===== src/rtl/eccpr_pkg.sv =====
// Shared constants and types for the enhanced clock page replacer.
`timescale 1ns / 1ps

package eccpr_pkg;

   // Frame table geometry
   localparam int NUM_FRAMES = 4;
   localparam int PAGE_BITS  = 20;
   localparam int FRAME_W    = $clog2(NUM_FRAMES);

   // Result frame index field width
   localparam int IDX_W      = 2;

   // Sweep rounds: A (clean), B (dirty, clears use), A, B
   localparam int NUM_ROUNDS = 4;
   localparam int ROUND_W    = 2;

   // Queue depth between front and back
   localparam int QUEUE_DEPTH = 2;

   // One reference word
   typedef struct packed {
      logic [PAGE_BITS-1:0] page_number;
      logic                 is_write;
   } req_word_type;

   // Head of the queue as seen by the back end
   typedef struct packed {
      logic         valid;
      req_word_type word;
   } queue_head_type;

endpackage


===== src/rtl/enhanced_clock_page_replacer.sv =====
// Enhanced second-chance clock page replacer, top level.
`timescale 1ns / 1ps

// Takes one page reference per word (page number, write flag) and returns one
// result word: hit or miss, the frame now holding the page, and on a miss the
// evicted page and its dirty flag. Incoming words wait in a two-entry queue, so
// the sender is stalled only when that queue is full; results sit in an output
// register, and the next reference is worked on while a result waits. A hit is
// finished in the tag check once the result slot is free. A miss passes through
// the tag check, then the sweep, where the clock hand visits a single frame per
// cycle over up to four rounds, then the load of the victim into its frame.
module enhanced_clock_page_replacer
   import eccpr_pkg::*;
(
   input  logic                 clock,
   input  logic                 reset,
   input  logic                 req_valid,
   output logic                 req_stall,
   input  logic [PAGE_BITS-1:0] req_page_number,
   input  logic                 req_is_write,
   output logic                 rsp_valid,
   input  logic                 rsp_stall,
   output logic                 rsp_hit,
   output logic [IDX_W-1:0]     rsp_frame_index,
   output logic                 rsp_evicted_valid,
   output logic [PAGE_BITS-1:0] rsp_evicted_page,
   output logic                 rsp_evicted_dirty
);

   queue_head_type head;
   logic           pop;

   // Accept and queue references
   eccpr_front u_front (
      .clock           (clock),
      .reset           (reset),
      .req_valid       (req_valid),
      .req_stall       (req_stall),
      .req_page_number (req_page_number),
      .req_is_write    (req_is_write),
      .head            (head),
      .pop             (pop)
   );

   // Look up, sweep and report
   eccpr_engine u_engine (
      .clock             (clock),
      .reset             (reset),
      .head              (head),
      .pop               (pop),
      .rsp_valid         (rsp_valid),
      .rsp_stall         (rsp_stall),
      .rsp_hit           (rsp_hit),
      .rsp_frame_index   (rsp_frame_index),
      .rsp_evicted_valid (rsp_evicted_valid),
      .rsp_evicted_page  (rsp_evicted_page),
      .rsp_evicted_dirty (rsp_evicted_dirty)
   );

endmodule


===== src/rtl/eccpr_front.sv =====
// Front end: accepts reference words and holds them in a short queue.
`timescale 1ns / 1ps

module eccpr_front
   import eccpr_pkg::*;
(
   input  logic                 clock,
   input  logic                 reset,
   input  logic                 req_valid,
   output logic                 req_stall,
   input  logic [PAGE_BITS-1:0] req_page_number,
   input  logic                 req_is_write,
   output queue_head_type       head,
   input  logic                 pop
);

   localparam int PTR_W = $clog2(QUEUE_DEPTH);
   localparam int CNT_W = $clog2(QUEUE_DEPTH + 1);

   req_word_type     queue_ff [QUEUE_DEPTH];
   logic [PTR_W-1:0] wr_ptr_ff, wr_ptr_in;
   logic [PTR_W-1:0] rd_ptr_ff, rd_ptr_in;
   logic [CNT_W-1:0] count_ff, count_in;
   logic             push;
   req_word_type     push_word;

   // Full queue stalls the sender
   assign req_stall = (count_ff == CNT_W'(QUEUE_DEPTH));
   assign push      = req_valid && !req_stall;

   assign push_word.page_number = req_page_number;
   assign push_word.is_write    = req_is_write;

   // Head word for the back end
   assign head.valid = (count_ff != '0);
   assign head.word  = queue_ff[rd_ptr_ff];

   // Pointer and count update
   always_comb begin
      wr_ptr_in = wr_ptr_ff;
      rd_ptr_in = rd_ptr_ff;
      count_in  = count_ff;
      if (push) begin
         wr_ptr_in = (wr_ptr_ff == PTR_W'(QUEUE_DEPTH - 1)) ? '0 : PTR_W'(wr_ptr_ff + 1'b1);
      end
      if (pop) begin
         rd_ptr_in = (rd_ptr_ff == PTR_W'(QUEUE_DEPTH - 1)) ? '0 : PTR_W'(rd_ptr_ff + 1'b1);
      end
      if (push && !pop) begin
         count_in = CNT_W'(count_ff + 1'b1);
      end else if (pop && !push) begin
         count_in = CNT_W'(count_ff - 1'b1);
      end
   end

   always_ff @(posedge clock) begin
      if (reset) begin
         wr_ptr_ff <= '0;
         rd_ptr_ff <= '0;
         count_ff  <= '0;
      end else begin
         wr_ptr_ff <= wr_ptr_in;
         rd_ptr_ff <= rd_ptr_in;
         count_ff  <= count_in;
      end
   end

   // Queue storage, no reset
   always_ff @(posedge clock) begin
      if (push) begin
         queue_ff[wr_ptr_ff] <= push_word;
      end
   end

endmodule


===== src/rtl/eccpr_engine.sv =====
// Back end: hit check, clock sweep, frame table and result register.
`timescale 1ns / 1ps

module eccpr_engine
   import eccpr_pkg::*;
(
   input  logic                 clock,
   input  logic                 reset,
   input  queue_head_type       head,
   output logic                 pop,
   output logic                 rsp_valid,
   input  logic                 rsp_stall,
   output logic                 rsp_hit,
   output logic [IDX_W-1:0]     rsp_frame_index,
   output logic                 rsp_evicted_valid,
   output logic [PAGE_BITS-1:0] rsp_evicted_page,
   output logic                 rsp_evicted_dirty
);

   localparam logic [1:0] ST_CHECK = 2'd0;
   localparam logic [1:0] ST_SWEEP = 2'd1;
   localparam logic [1:0] ST_DONE  = 2'd2;

   localparam logic [FRAME_W-1:0] LAST_FRAME = FRAME_W'(NUM_FRAMES - 1);
   localparam logic [ROUND_W-1:0] LAST_ROUND = ROUND_W'(NUM_ROUNDS - 1);

   // Frame table
   logic [PAGE_BITS-1:0]  tag_ff [NUM_FRAMES];
   logic [PAGE_BITS-1:0]  tag_in [NUM_FRAMES];
   logic [NUM_FRAMES-1:0] valid_ff, valid_in;
   logic [NUM_FRAMES-1:0] use_ff, use_in;
   logic [NUM_FRAMES-1:0] dirty_ff, dirty_in;
   logic [FRAME_W-1:0]    hand_ff, hand_in;

   // Sequencer
   logic [1:0]            state_ff, state_in;
   logic [ROUND_W-1:0]    round_ff, round_in;
   logic [FRAME_W-1:0]    step_ff, step_in;
   logic [PAGE_BITS-1:0]  cur_page_ff, cur_page_in;
   logic                  cur_wr_ff, cur_wr_in;

   // Result register
   logic                  rsp_valid_ff, rsp_valid_in;
   logic                  rsp_hit_ff, rsp_hit_in;
   logic [IDX_W-1:0]      rsp_frame_ff, rsp_frame_in;
   logic                  rsp_ev_valid_ff, rsp_ev_valid_in;
   logic [PAGE_BITS-1:0]  rsp_ev_page_ff, rsp_ev_page_in;
   logic                  rsp_ev_dirty_ff, rsp_ev_dirty_in;

   logic                  hit_any;
   logic [FRAME_W-1:0]    hit_idx;
   logic                  out_free;
   logic [FRAME_W-1:0]    hand_next;

   function automatic logic [FRAME_W-1:0] advance(input logic [FRAME_W-1:0] h);
      return (h == LAST_FRAME) ? '0 : FRAME_W'(h + 1'b1);
   endfunction

   assign hand_next = advance(hand_ff);
   assign out_free  = !rsp_valid_ff || !rsp_stall;

   // Tag match over valid frames, lowest index wins
   always_comb begin
      hit_any = 1'b0;
      hit_idx = '0;
      for (int i = NUM_FRAMES - 1; i >= 0; i--) begin
         if (valid_ff[i] && (tag_ff[i] == head.word.page_number)) begin
            hit_any = 1'b1;
            hit_idx = FRAME_W'(i);
         end
      end
   end

   // Next-state logic
   always_comb begin
      tag_in          = tag_ff;
      valid_in        = valid_ff;
      use_in          = use_ff;
      dirty_in        = dirty_ff;
      hand_in         = hand_ff;
      state_in        = state_ff;
      round_in        = round_ff;
      step_in         = step_ff;
      cur_page_in     = cur_page_ff;
      cur_wr_in       = cur_wr_ff;
      rsp_valid_in    = rsp_valid_ff;
      rsp_hit_in      = rsp_hit_ff;
      rsp_frame_in    = rsp_frame_ff;
      rsp_ev_valid_in = rsp_ev_valid_ff;
      rsp_ev_page_in  = rsp_ev_page_ff;
      rsp_ev_dirty_in = rsp_ev_dirty_ff;
      pop             = 1'b0;

      // Result taken downstream
      if (rsp_valid_ff && !rsp_stall) begin
         rsp_valid_in = 1'b0;
      end

      case (state_ff)
         ST_CHECK: begin
            if (head.valid) begin
               if (hit_any) begin
                  // Hit: finish in this cycle once the result slot is free
                  if (out_free) begin
                     pop               = 1'b1;
                     use_in[hit_idx]   = 1'b1;
                     if (head.word.is_write) begin
                        dirty_in[hit_idx] = 1'b1;
                     end
                     rsp_valid_in    = 1'b1;
                     rsp_hit_in      = 1'b1;
                     rsp_frame_in    = IDX_W'(hit_idx);
                     rsp_ev_valid_in = 1'b0;
                     rsp_ev_page_in  = '0;
                     rsp_ev_dirty_in = 1'b0;
                  end
               end else begin
                  // Miss: take the word and start sweeping
                  pop         = 1'b1;
                  cur_page_in = head.word.page_number;
                  cur_wr_in   = head.word.is_write;
                  round_in    = '0;
                  step_in     = '0;
                  state_in    = ST_SWEEP;
               end
            end
         end

         ST_SWEEP: begin
            // One frame per cycle; odd rounds look for dirty and clear use
            if (!use_ff[hand_ff] && (dirty_ff[hand_ff] == round_ff[0])) begin
               state_in = ST_DONE;
            end else begin
               if (round_ff[0]) begin
                  use_in[hand_ff] = 1'b0;
               end
               hand_in = hand_next;
               if (step_ff == LAST_FRAME) begin
                  step_in  = '0;
                  round_in = ROUND_W'(round_ff + 1'b1);
                  // Guard: no victim in all rounds, take the frame under the hand
                  if (round_ff == LAST_ROUND) begin
                     state_in = ST_DONE;
                  end
               end else begin
                  step_in = FRAME_W'(step_ff + 1'b1);
               end
            end
         end

         ST_DONE: begin
            // Victim is the frame under the hand
            if (out_free) begin
               rsp_valid_in    = 1'b1;
               rsp_hit_in      = 1'b0;
               rsp_frame_in    = IDX_W'(hand_ff);
               rsp_ev_valid_in = valid_ff[hand_ff];
               rsp_ev_page_in  = valid_ff[hand_ff] ? tag_ff[hand_ff] : '0;
               rsp_ev_dirty_in = valid_ff[hand_ff] && dirty_ff[hand_ff];
               tag_in[hand_ff]   = cur_page_ff;
               valid_in[hand_ff] = 1'b1;
               use_in[hand_ff]   = 1'b1;
               dirty_in[hand_ff] = cur_wr_ff;
               hand_in           = hand_next;
               state_in          = ST_CHECK;
            end
         end

         default: begin
            state_in = ST_CHECK;
         end
      endcase
   end

   // Control state
   always_ff @(posedge clock) begin
      if (reset) begin
         valid_ff     <= '0;
         use_ff       <= '0;
         dirty_ff     <= '0;
         hand_ff      <= '0;
         state_ff     <= ST_CHECK;
         round_ff     <= '0;
         step_ff      <= '0;
         rsp_valid_ff <= 1'b0;
      end else begin
         valid_ff     <= valid_in;
         use_ff       <= use_in;
         dirty_ff     <= dirty_in;
         hand_ff      <= hand_in;
         state_ff     <= state_in;
         round_ff     <= round_in;
         step_ff      <= step_in;
         rsp_valid_ff <= rsp_valid_in;
      end
   end

   // Payload, no reset
   always_ff @(posedge clock) begin
      tag_ff          <= tag_in;
      cur_page_ff     <= cur_page_in;
      cur_wr_ff       <= cur_wr_in;
      rsp_hit_ff      <= rsp_hit_in;
      rsp_frame_ff    <= rsp_frame_in;
      rsp_ev_valid_ff <= rsp_ev_valid_in;
      rsp_ev_page_ff  <= rsp_ev_page_in;
      rsp_ev_dirty_ff <= rsp_ev_dirty_in;
   end

   assign rsp_valid         = rsp_valid_ff;
   assign rsp_hit           = rsp_hit_ff;
   assign rsp_frame_index   = rsp_frame_ff;
   assign rsp_evicted_valid = rsp_ev_valid_ff;
   assign rsp_evicted_page  = rsp_ev_page_ff;
   assign rsp_evicted_dirty = rsp_ev_dirty_ff;

endmodule


===== config.mk =====
export PLATFORM = sky130hd
export DESIGN_NAME = enhanced_clock_page_replacer
export DESIGN_NICKNAME = d
export VERILOG_FILES = /design/src/rtl/eccpr_pkg.sv /design/src/rtl/enhanced_clock_page_replacer.sv /design/src/rtl/eccpr_front.sv /design/src/rtl/eccpr_engine.sv
export SDC_FILE = /design/constraint.sdc
export NUM_CORES = 1
export LEC_CHECK = 0
export ABC_AREA = 1
export BUFFER_PORTS_ARGS = -buffer_cell sky130_fd_sc_hd__buf_4
export CAP_MARGIN = 40
export CORE_MARGIN = 4
export CORE_UTILIZATION = 62
export CTS_CLUSTER_DIAMETER = 100
export DETAILED_ROUTE_END_ITERATION = 12
export HOLD_SLACK_MARGIN = 0.1
export PLACE_DENSITY = 0.81
export SETUP_SLACK_MARGIN = 0.15
export SLEW_MARGIN = 20
export SYNTH_ARGS = -nofsm -noshare
export SYNTH_HDL_FRONTEND = slang
export SYNTH_SLANG_ARGS = --single-unit

===== constraint.sdc =====
create_clock -name clock -period 4.7 [get_ports clock]
set_input_delay 0.235 -clock clock [delete_from_list [all_inputs] [get_ports clock]]
set_output_delay 0.235 -clock clock [all_outputs]
set_load 0.05 [all_outputs]

* Word level (Yosys, flattened, before mapping) *
Memories as Yosys holds them, arrays and structs flattened. A register that Yosys moved wholly into a read port is not among the register bits.
Cells that the tools add are included.

storage, ports and cells
  flip-flop bits (word level) = 151
  latch bits = 0
  bits in writable memories = 42
  bits in read-only memories = 0
  input port bits = 25
  output and inout port bits = 27
  logic and storage cells = 198
  memories kept = 1

memories
  name              depth  width  read ports  clocked after Yosys merged registers in  write ports  RTL line           source
  u_front.queue_ff  2      21     1           1                                        1            eccpr_front.sv:20  req_word_type queue_ff [QUEUE_DEPTH];

cells by class
  $add $sub $neg = 7
  $mul = 0
  div/mod/pow operators = 0
  $lt $le $gt $ge = 6
  equal/unequal tests = 22
  shift-type cells = 0
  mux-type cells = 96
  bitwise gates (word level) = 8
  reductions and logical operators = 36

operator list
  kind                                                                           number
  20-bit 2-to-1 mux                                                              8
  80-bit bitwise mux                                                             1
  20-bit == test                                                                 4
  2-bit 2-to-1 mux                                                               25
  4-bit 2-to-1 mux                                                               11
  20-bit binary-select mux with 2-bit select                                     1
  20-bit demux with 2-bit select                                                 1
  20-bit one-hot mux with 2 select lines                                         1
  1-bit 2-to-1 mux                                                               31
  4-bit bitwise OR                                                               4
  2-bit one-hot mux with 2 select lines                                          4
  5-bit AND reduction                                                            3
  1-bit logical AND                                                              13
  2-bit by 1-bit != test with 1-bit output (second input constant)               6
  4-bit one-hot mux with 3 select lines                                          1
  2-bit == test (second input constant)                                          5
  2-bit nonzero test                                                             5
  2-bit by 1-bit adder with 2-bit output (second input constant)                 4
  1-bit one-hot mux with 2 select lines                                          4
  4-bit one-hot mux with 2 select lines                                          1
  7-bit AND reduction                                                            1
  1-bit binary-select mux with 2-bit select                                      3
  1-bit zero test                                                                6
  2-bit by 3-bit less-than comparator with 1-bit output (second input constant)  2
  23 further kinds                                                               30

* Logic depth before layout (Yosys ltp) *
Gate-level depths: netlist (run 1).

  depth after elaboration = 16
  mapped depth = 19

* Cells and area by module *
From an unflattened synthesis (run 1), not the netlist that was laid out.

unflattened totals
  cells, all modules = 1144
  area, all modules = 9958.3 um^2

by module, submodules not included
  module        instances  cells an instance  area an instance (um^2)  sequential area each (um^2)
  eccpr_engine  1          1044               8121.5                   4204.0
  eccpr_front   1          100                1836.8                   1361.3

* Worst setup path before layout (run 1) *
Ideal clock, no wire load.

  kind = reg-to-reg
  from = register with a tool-made name
  to = register u_engine.rsp_ev_dirty_ff, in the netlist u_engine.rsp_evicted_dirty, enable pin
  data arrival time = 2635 ps
  required time = 4285 ps
  path slack = 1649 ps
  stages on the path, launching flop included = 15
  clock period less this slack = 3051 ps
  path through = dfxtp_1 -> buf_6 -> inv_6 -> buf_12 -> nand2_4 -> nand2_4 -> nand2_1 -> nand2_1 -> nor2_1 -> nand2_1 -> nor2_1 -> nand3_1 -> nand2_2 -> o21ai_2 -> a21boi_1

RTL lines
  what                    RTL line             source
  end signal: assignment  eccpr_engine.sv:207  rsp_ev_dirty_ff <= rsp_ev_dirty_in;
  end: declaration        eccpr_engine.sv:48   logic rsp_ev_dirty_ff, rsp_ev_dirty_in;

==> results.cfg, run 1 <==
[sta]
whs_ns = 0.259
slew_headroom = 0.435
fmax_ghz = 0.300
finalSetupTns_ns = 0
finalClockSkew_ns = 0.0116
post-route-min-period_ns = 3.34
setup_viol_count_final = 0
hold_viol = 0
worstMarginPinSlew_ns = 0.846
finalWorstSetupSlack_ns = 1.36
rsz0062_at_grt = false
slew_viol_final = 0
finalCritPeriodShare = 0.710

[min_path]
hp-class = in -> reg

[route]
wl_met1_um = 11600
dr_wl_met2_um = 14200
num_vias = 8657
routed_wl_um = 30900
dr.pass1.iters = 9
viasPerCell = 6.03
ant_nets = 0
wl_met3_um = 3910
highest_layer = met4
drt_iter0_drc = 1076
wl_per_cell_um = 21.5
drc = 0

[layout]
final_cells = 1436
nNetsFinal = 1245
drive_gt1_frac = 0.129
antenna_cells = 0
final.fill_count = 1102
area_delta_synth_final_pct = 15.5

[floorplanning]
num_rows = 45
core_region_area_sq_um = 15400
start_util = 0.642
dieArea_sq_um = 18100
die-height_um = 134
io-pin-count = 52
die_w_um = 134

[placement]
place_inst = 1380
pre_cts_ws_ns = 1.54
place.gp.congestion = 1.10
numPortBuffers = 51
hpwlAfterDp_um = 22200

[power_and_ir_drop]
vdd_drop_max_mv = 0.358
power_density_nw_per_um2 = 608
p_leak_uw = 0.00500

[grt]
grt_max_degree = 55
grt-ovfl-total = 0
grt_pass1_wl_um = 46500
grt_pass1_vias = 8162
grt_usage = 0.347
grt_antenna_before_repair = 0

[worst_setup_path]
startpoint_type = flip-flop
critPathMaxFanout = 25
slowest_stage = nor2_2
critical_path_arrival_ns = 3.49
critPathKind = reg -> reg
end_kind = flip-flop
path_common_cell = nand2_1
slowest_delay_ns = 0.69
required_ns = 4.85
crit_path_cell_trace = buf_4 -> nand2_1 -> nand2_1 -> nand2_1 -> nand2_1 -> nor2_1 -> nand2_1 -> nor2_1 -> nand3_1 -> nand4_1 -> nor2_2 -> buf_12

[yosys]
synth_area_leaders = edfxtp_1, nand2_1, dfxtp_1, inv_1, nand3_1
synth_edf_count = 168
yosys-top-cells-count = nand2_1, edfxtp_1, inv_1
synth_cell_type_count = 38
synth_top_area_frac = 0.510
syn_nets = 1163
syn_inst = 1131
yosysSeqAreaShare = 0.562
syn_area_sq_um = 9900
yosysMostFrequentCell = nand2_1
syn_area_per_cell_sq_um = 8.75
yosys_warnings = 0
async_reset_ff_frac = 0
synth_area_leader_cell = edfxtp_1
synth_seq_cells = 194
synth_ff_type = edfxtp_1

[run_status]
status = finished, final reports clean

[cts]
cts_max_level = 4
clockBufferDepth = 2
clk_pin_slew_ns = 0.07
clock_sinks = 194
cts_made_buffers = 17
clock_latency_ns = 0.44
cts_tree = done
post-cts-setup-buffer-count = 0
root_buffer = clkbuf_16

[flow_run]
cap_violations = 0
[cell usage in the layout, fill, tap and decap left out, types with 24 or more instances in the layout]
cell type / instances
dfxtp_1: 26
o21ai_0: 58
edfxtp_1: 168
nand3_1: 101
nand2_1: 321
nand4_1: 24
buf_4: 61
inv_1: 136
nor2_1: 104
a21oi_1: 63
[where the power goes]
part,switching (uW),internal [uW]
logic,2150,759
clock network,658,790
registers,227,2370
total,3040,3920
[critical path, delay by kind of cell (launching register included)]
family / cells / cell delay (ns)
buffers and inverters: 2 / 0.65
DFF: 1 / 0.40
and+or+nand+nor: 10 / 1.96
[layout make-up]
cell class	count	area, sq um	area share
clock buffers	18	429	0.0375
well taps	211	264	0.0231
clock inverters	13	150	0.0131
inverters	138	523	0.0457
repair buffers	88	796	0.0696
multi-input cells	774	3710	0.325
flip-flops and latches	194	5570	0.486
[worst paths after layout]
path	startpoint	slack, ns	endpoint	cells after the start
max	flip-flop	1.36	u_engine.cur_page_ff[5]	12
min	rsp_stall	0.26	u_engine.rsp_valid	3
max reg2reg	flip-flop	1.36	u_engine.cur_page_ff[5]	12
min reg2reg	u_engine.use_ff[2]	0.47	u_engine.use_ff[2]	2
[kinds of logic after synthesis]
logic type	Yosys count	share of synthesized area
AND/OR/NAND/NOR	631	0.289
flip-flops	194	0.562
buffers and inverters	163	0.0671
AO/OA/AOI/OAI	136	0.0728
adder cells (fa/ha/maj)	7	0.00885
[layer usage]
layer  up-vias  global-route usage
met1      4021               0.456
met2       624               0.553
met4         0               0.136
met5         -                   0
li1       3917                   -
met3        95              0.0949
[flip-flops by register name (all words and copies together) (netlist names), 4 cells and up, named ones only]
name	cells
u_engine.use_ff	4
u_engine.cur_page_ff	20
u_engine.dirty_ff	4
u_front.queue_ff	42
u_engine.valid_ff	4
u_engine.tag_ff	80
u_engine.rsp_evicted_page	20
[repair_timing]
item | in CTS | in global routing
hold buffers | 22 | 0
gates resized for setup | 0 | 0
endpoints found under the hold margin | 51 | 0
[through the flow]
step | total power [uW] | util | instance area [sq um]
2_1_floorplan | 4450 | - | 9900
3_3_place_gp | 5320 | 0.683 | 10500
3_5_place_dp | 5380 | 0.686 | 10600
4_1_cts | 6830 | 0.738 | 11400
5_1_grt | 7280 | 0.742 | 11400
6_report | 6960 | 0.742 | 11400
Note: power is estimated with default switching activity, not from simulation.
==> inputs of run 2 (changes only) <==
==> constraint.sdc (replaced) <==
create_clock -name clock -period 3.4 [get_ports clock]
set_input_delay 0.17 -clock clock [delete_from_list [all_inputs] [get_ports clock]]
set_output_delay 0.17 -clock clock [all_outputs]
set_load 0.05 [all_outputs]
==> run 2 against run 1 <==
- global-route usage fell by 0.24 points
- combinational power rose by 37%
- cell count rose by 0.77%
- first-iteration DRC count rose by 26%
- highest routed layer unchanged
- sequential share of layout area fell by 0.17 points
- non-clock buffer count rose by 10
- clock skew fell by 0.0020 ns
- maximum frequency rose by 12%
- power rose by 40%
- critical path type unchanged
==> results.cfg, run 2 (synthesis results as in run 1) <==
[worst_setup_path]
critical_path_arrival_ns = 3.31
startpoint_type = flip-flop
ff2ff_setup_slack_ns = 0.41
path_common_cell = nand2_1
crit_path_cell_trace = inv_6 -> buf_4 -> nand2_4 -> nand2_2 -> nand2_1 -> o211ai_1 -> nor2_1 -> nand3_1 -> nand4_1 -> nand2_1 -> nand2_1 -> ha_1 -> a21oi_1 -> o21ai_0 -> o21ai_0 -> a21oi_1
critPathMaxFanout = 16
required_ns = 3.73
slowest_delay_ns = 0.38
slowest_stage = dfxtp_1
end_kind = flip-flop
critPathKind = reg -> reg

[cts]
cts_max_level = 4
clock_sinks = 194
cts_resized = 0
root_buffer = clkbuf_16
cts_tree = done
clk_pin_slew_ns = 0.07
cts_made_buffers = 17
clock_latency_ns = 0.44
clockBufferDepth = 2
post-cts-setup-buffer-count = 0
cts-hold-fix-buffers = 22

[power_and_ir_drop]
vdd_drop_max_mv = 0.689
p_leak_uw = 0.00507
power_density_nw_per_um2 = 850

[floorplanning]
num_rows = 45
dieArea_sq_um = 18100
die_w_um = 134
start_util = 0.642
io-pin-count = 52
die-height_um = 134
core_region_area_sq_um = 15400

[placement]
post_dp_cell_area_sq_um = 10600
numPortBuffers = 51
hpwlAfterDp_um = 22400
place.gp.congestion = 1.07

[grt]
grt_pass1_wl_um = 46400
grt_max_degree = 54
grt_usage = 0.345
grt_pass1_vias = 8190
grt-ovfl-total = 0
grt_antenna_before_repair = 0

[sta]
slew_headroom = 0.569
fmax_ghz = 0.335
finalCritPeriodShare = 0.878
slew_viol_final = 0
worstMarginPinSlew_ns = 0.646
finalSetupTns_ns = 0
rsz0062_at_grt = false
setup_viol_count_final = 0
hold_viol = 0
post-route-min-period_ns = 2.99
whs_ns = 0.178
finalClockSkew_ns = 0.00959

[layout]
regMostFlops = u_engine.tag_ff
reg_top3 = u_engine.tag_ff x80, u_front.queue_ff x42
nNetsFinal = 1255
final_cell_mix = nand2_1, edfxtp_1, inv_1
layout_commonest_cell = nand2_1
drive_gt1_frac = 0.137
antenna_cells = 0
largest_register_ffs = 80
area_delta_synth_final_pct = 15.9
stdcell_area_sq_um = 11500

[flow_run]
cap_violations = 0

[route]
routed_wl_um = 30400
viasPerCell = 5.95
wl_per_cell_um = 21.0
dr.pass1.iters = 9
drt_iter0_drc = 1354
drc = 0
ant_nets = 0
num_vias = 8611

[run_status]
status = finished, final reports clean

[min_path]
hp-class = in -> reg
==> run 2: cell count changes in the layout (fill, tap and decap cells not counted), sizes merged <==
cell | before | now
clkinvlp | 5 | 1
bufinv | 2 | 4
buf | 66 | 76
clkbuf | 18 | 19
clkinv | 2 | 4
==> run 2: routing by layer <==
layer | GRT usage | vias up | share of wire
li1 | - | 3941 | -
met1 | 0.474 | 3986 | 0.40
met2 | 0.528 | 580 | 0.45
met3 | 0.0679 | 104 | 0.10
met4 | 0.169 | 0 | 0.047
met5 | 0 | - | 0
==> run 2: metrics by stage <==
stage | setup WS [ns] | power, uW | util | cells
2_1_floorplan | 0.349 | 6150 | - | 1131
3_3_place_gp | 0.511 | 7370 | 0.688 | 1392
3_5_place_dp | 0.470 | 7450 | 0.688 | 1392
4_1_cts | 0.449 | 9630 | 0.743 | 1446
5_1_grt | 0.164 | 10200 | 0.744 | 1447
6_report | 0.413 | 9750 | 0.744 | 1447
==> run 2: where the power goes <==
group | internal, uW | leakage (uW) | switching, uW | total, uW
logic | 1060 | 0.00301 | 2940 | 4000
registers | 3270 | 0.00175 | 314 | 3590
clock network | 1250 | 0.000306 | 921 | 2170
total | 5580 | 0.00507 | 4170 | 9750
==> run 2: path summary, 6_finish.rpt <==
| kind | end | depth (start not counted) | startpoint |
|---|---|---|---|
| hold / removal | u_engine.rsp_valid | 3 | rsp_stall |
| setup / recovery | u_front.count_ff[1] | 16 | flip-flop |
| setup reg to reg | u_front.count_ff[1] | 16 | flip-flop |
| hold reg to reg | u_engine.use_ff[0] | 2 | u_engine.use_ff[0] |
==> run 2: area by class of cell <==
cell class / count / area [sq um]
Clock buffer: 19 / 433
Fill cell: 1134 / 3950
Sequential cell: 194 / 5570
Clock inverter: 13 / 199
Multi-Input combinational cell: 774 / 3700
Timing Repair Buffer: 98 / 798
Tap cell: 211 / 264
Inverter: 138 / 523
==> run 2: worst max-delay path, delay by kind of cell, from the launching register on <==
family / cells / cell delay (ns)
simple gates: 8 / 0.94
compound gates: 5 / 0.64
buf+inv: 2 / 0.57
flops: 1 / 0.38
fa+ha+maj: 1 / 0.34
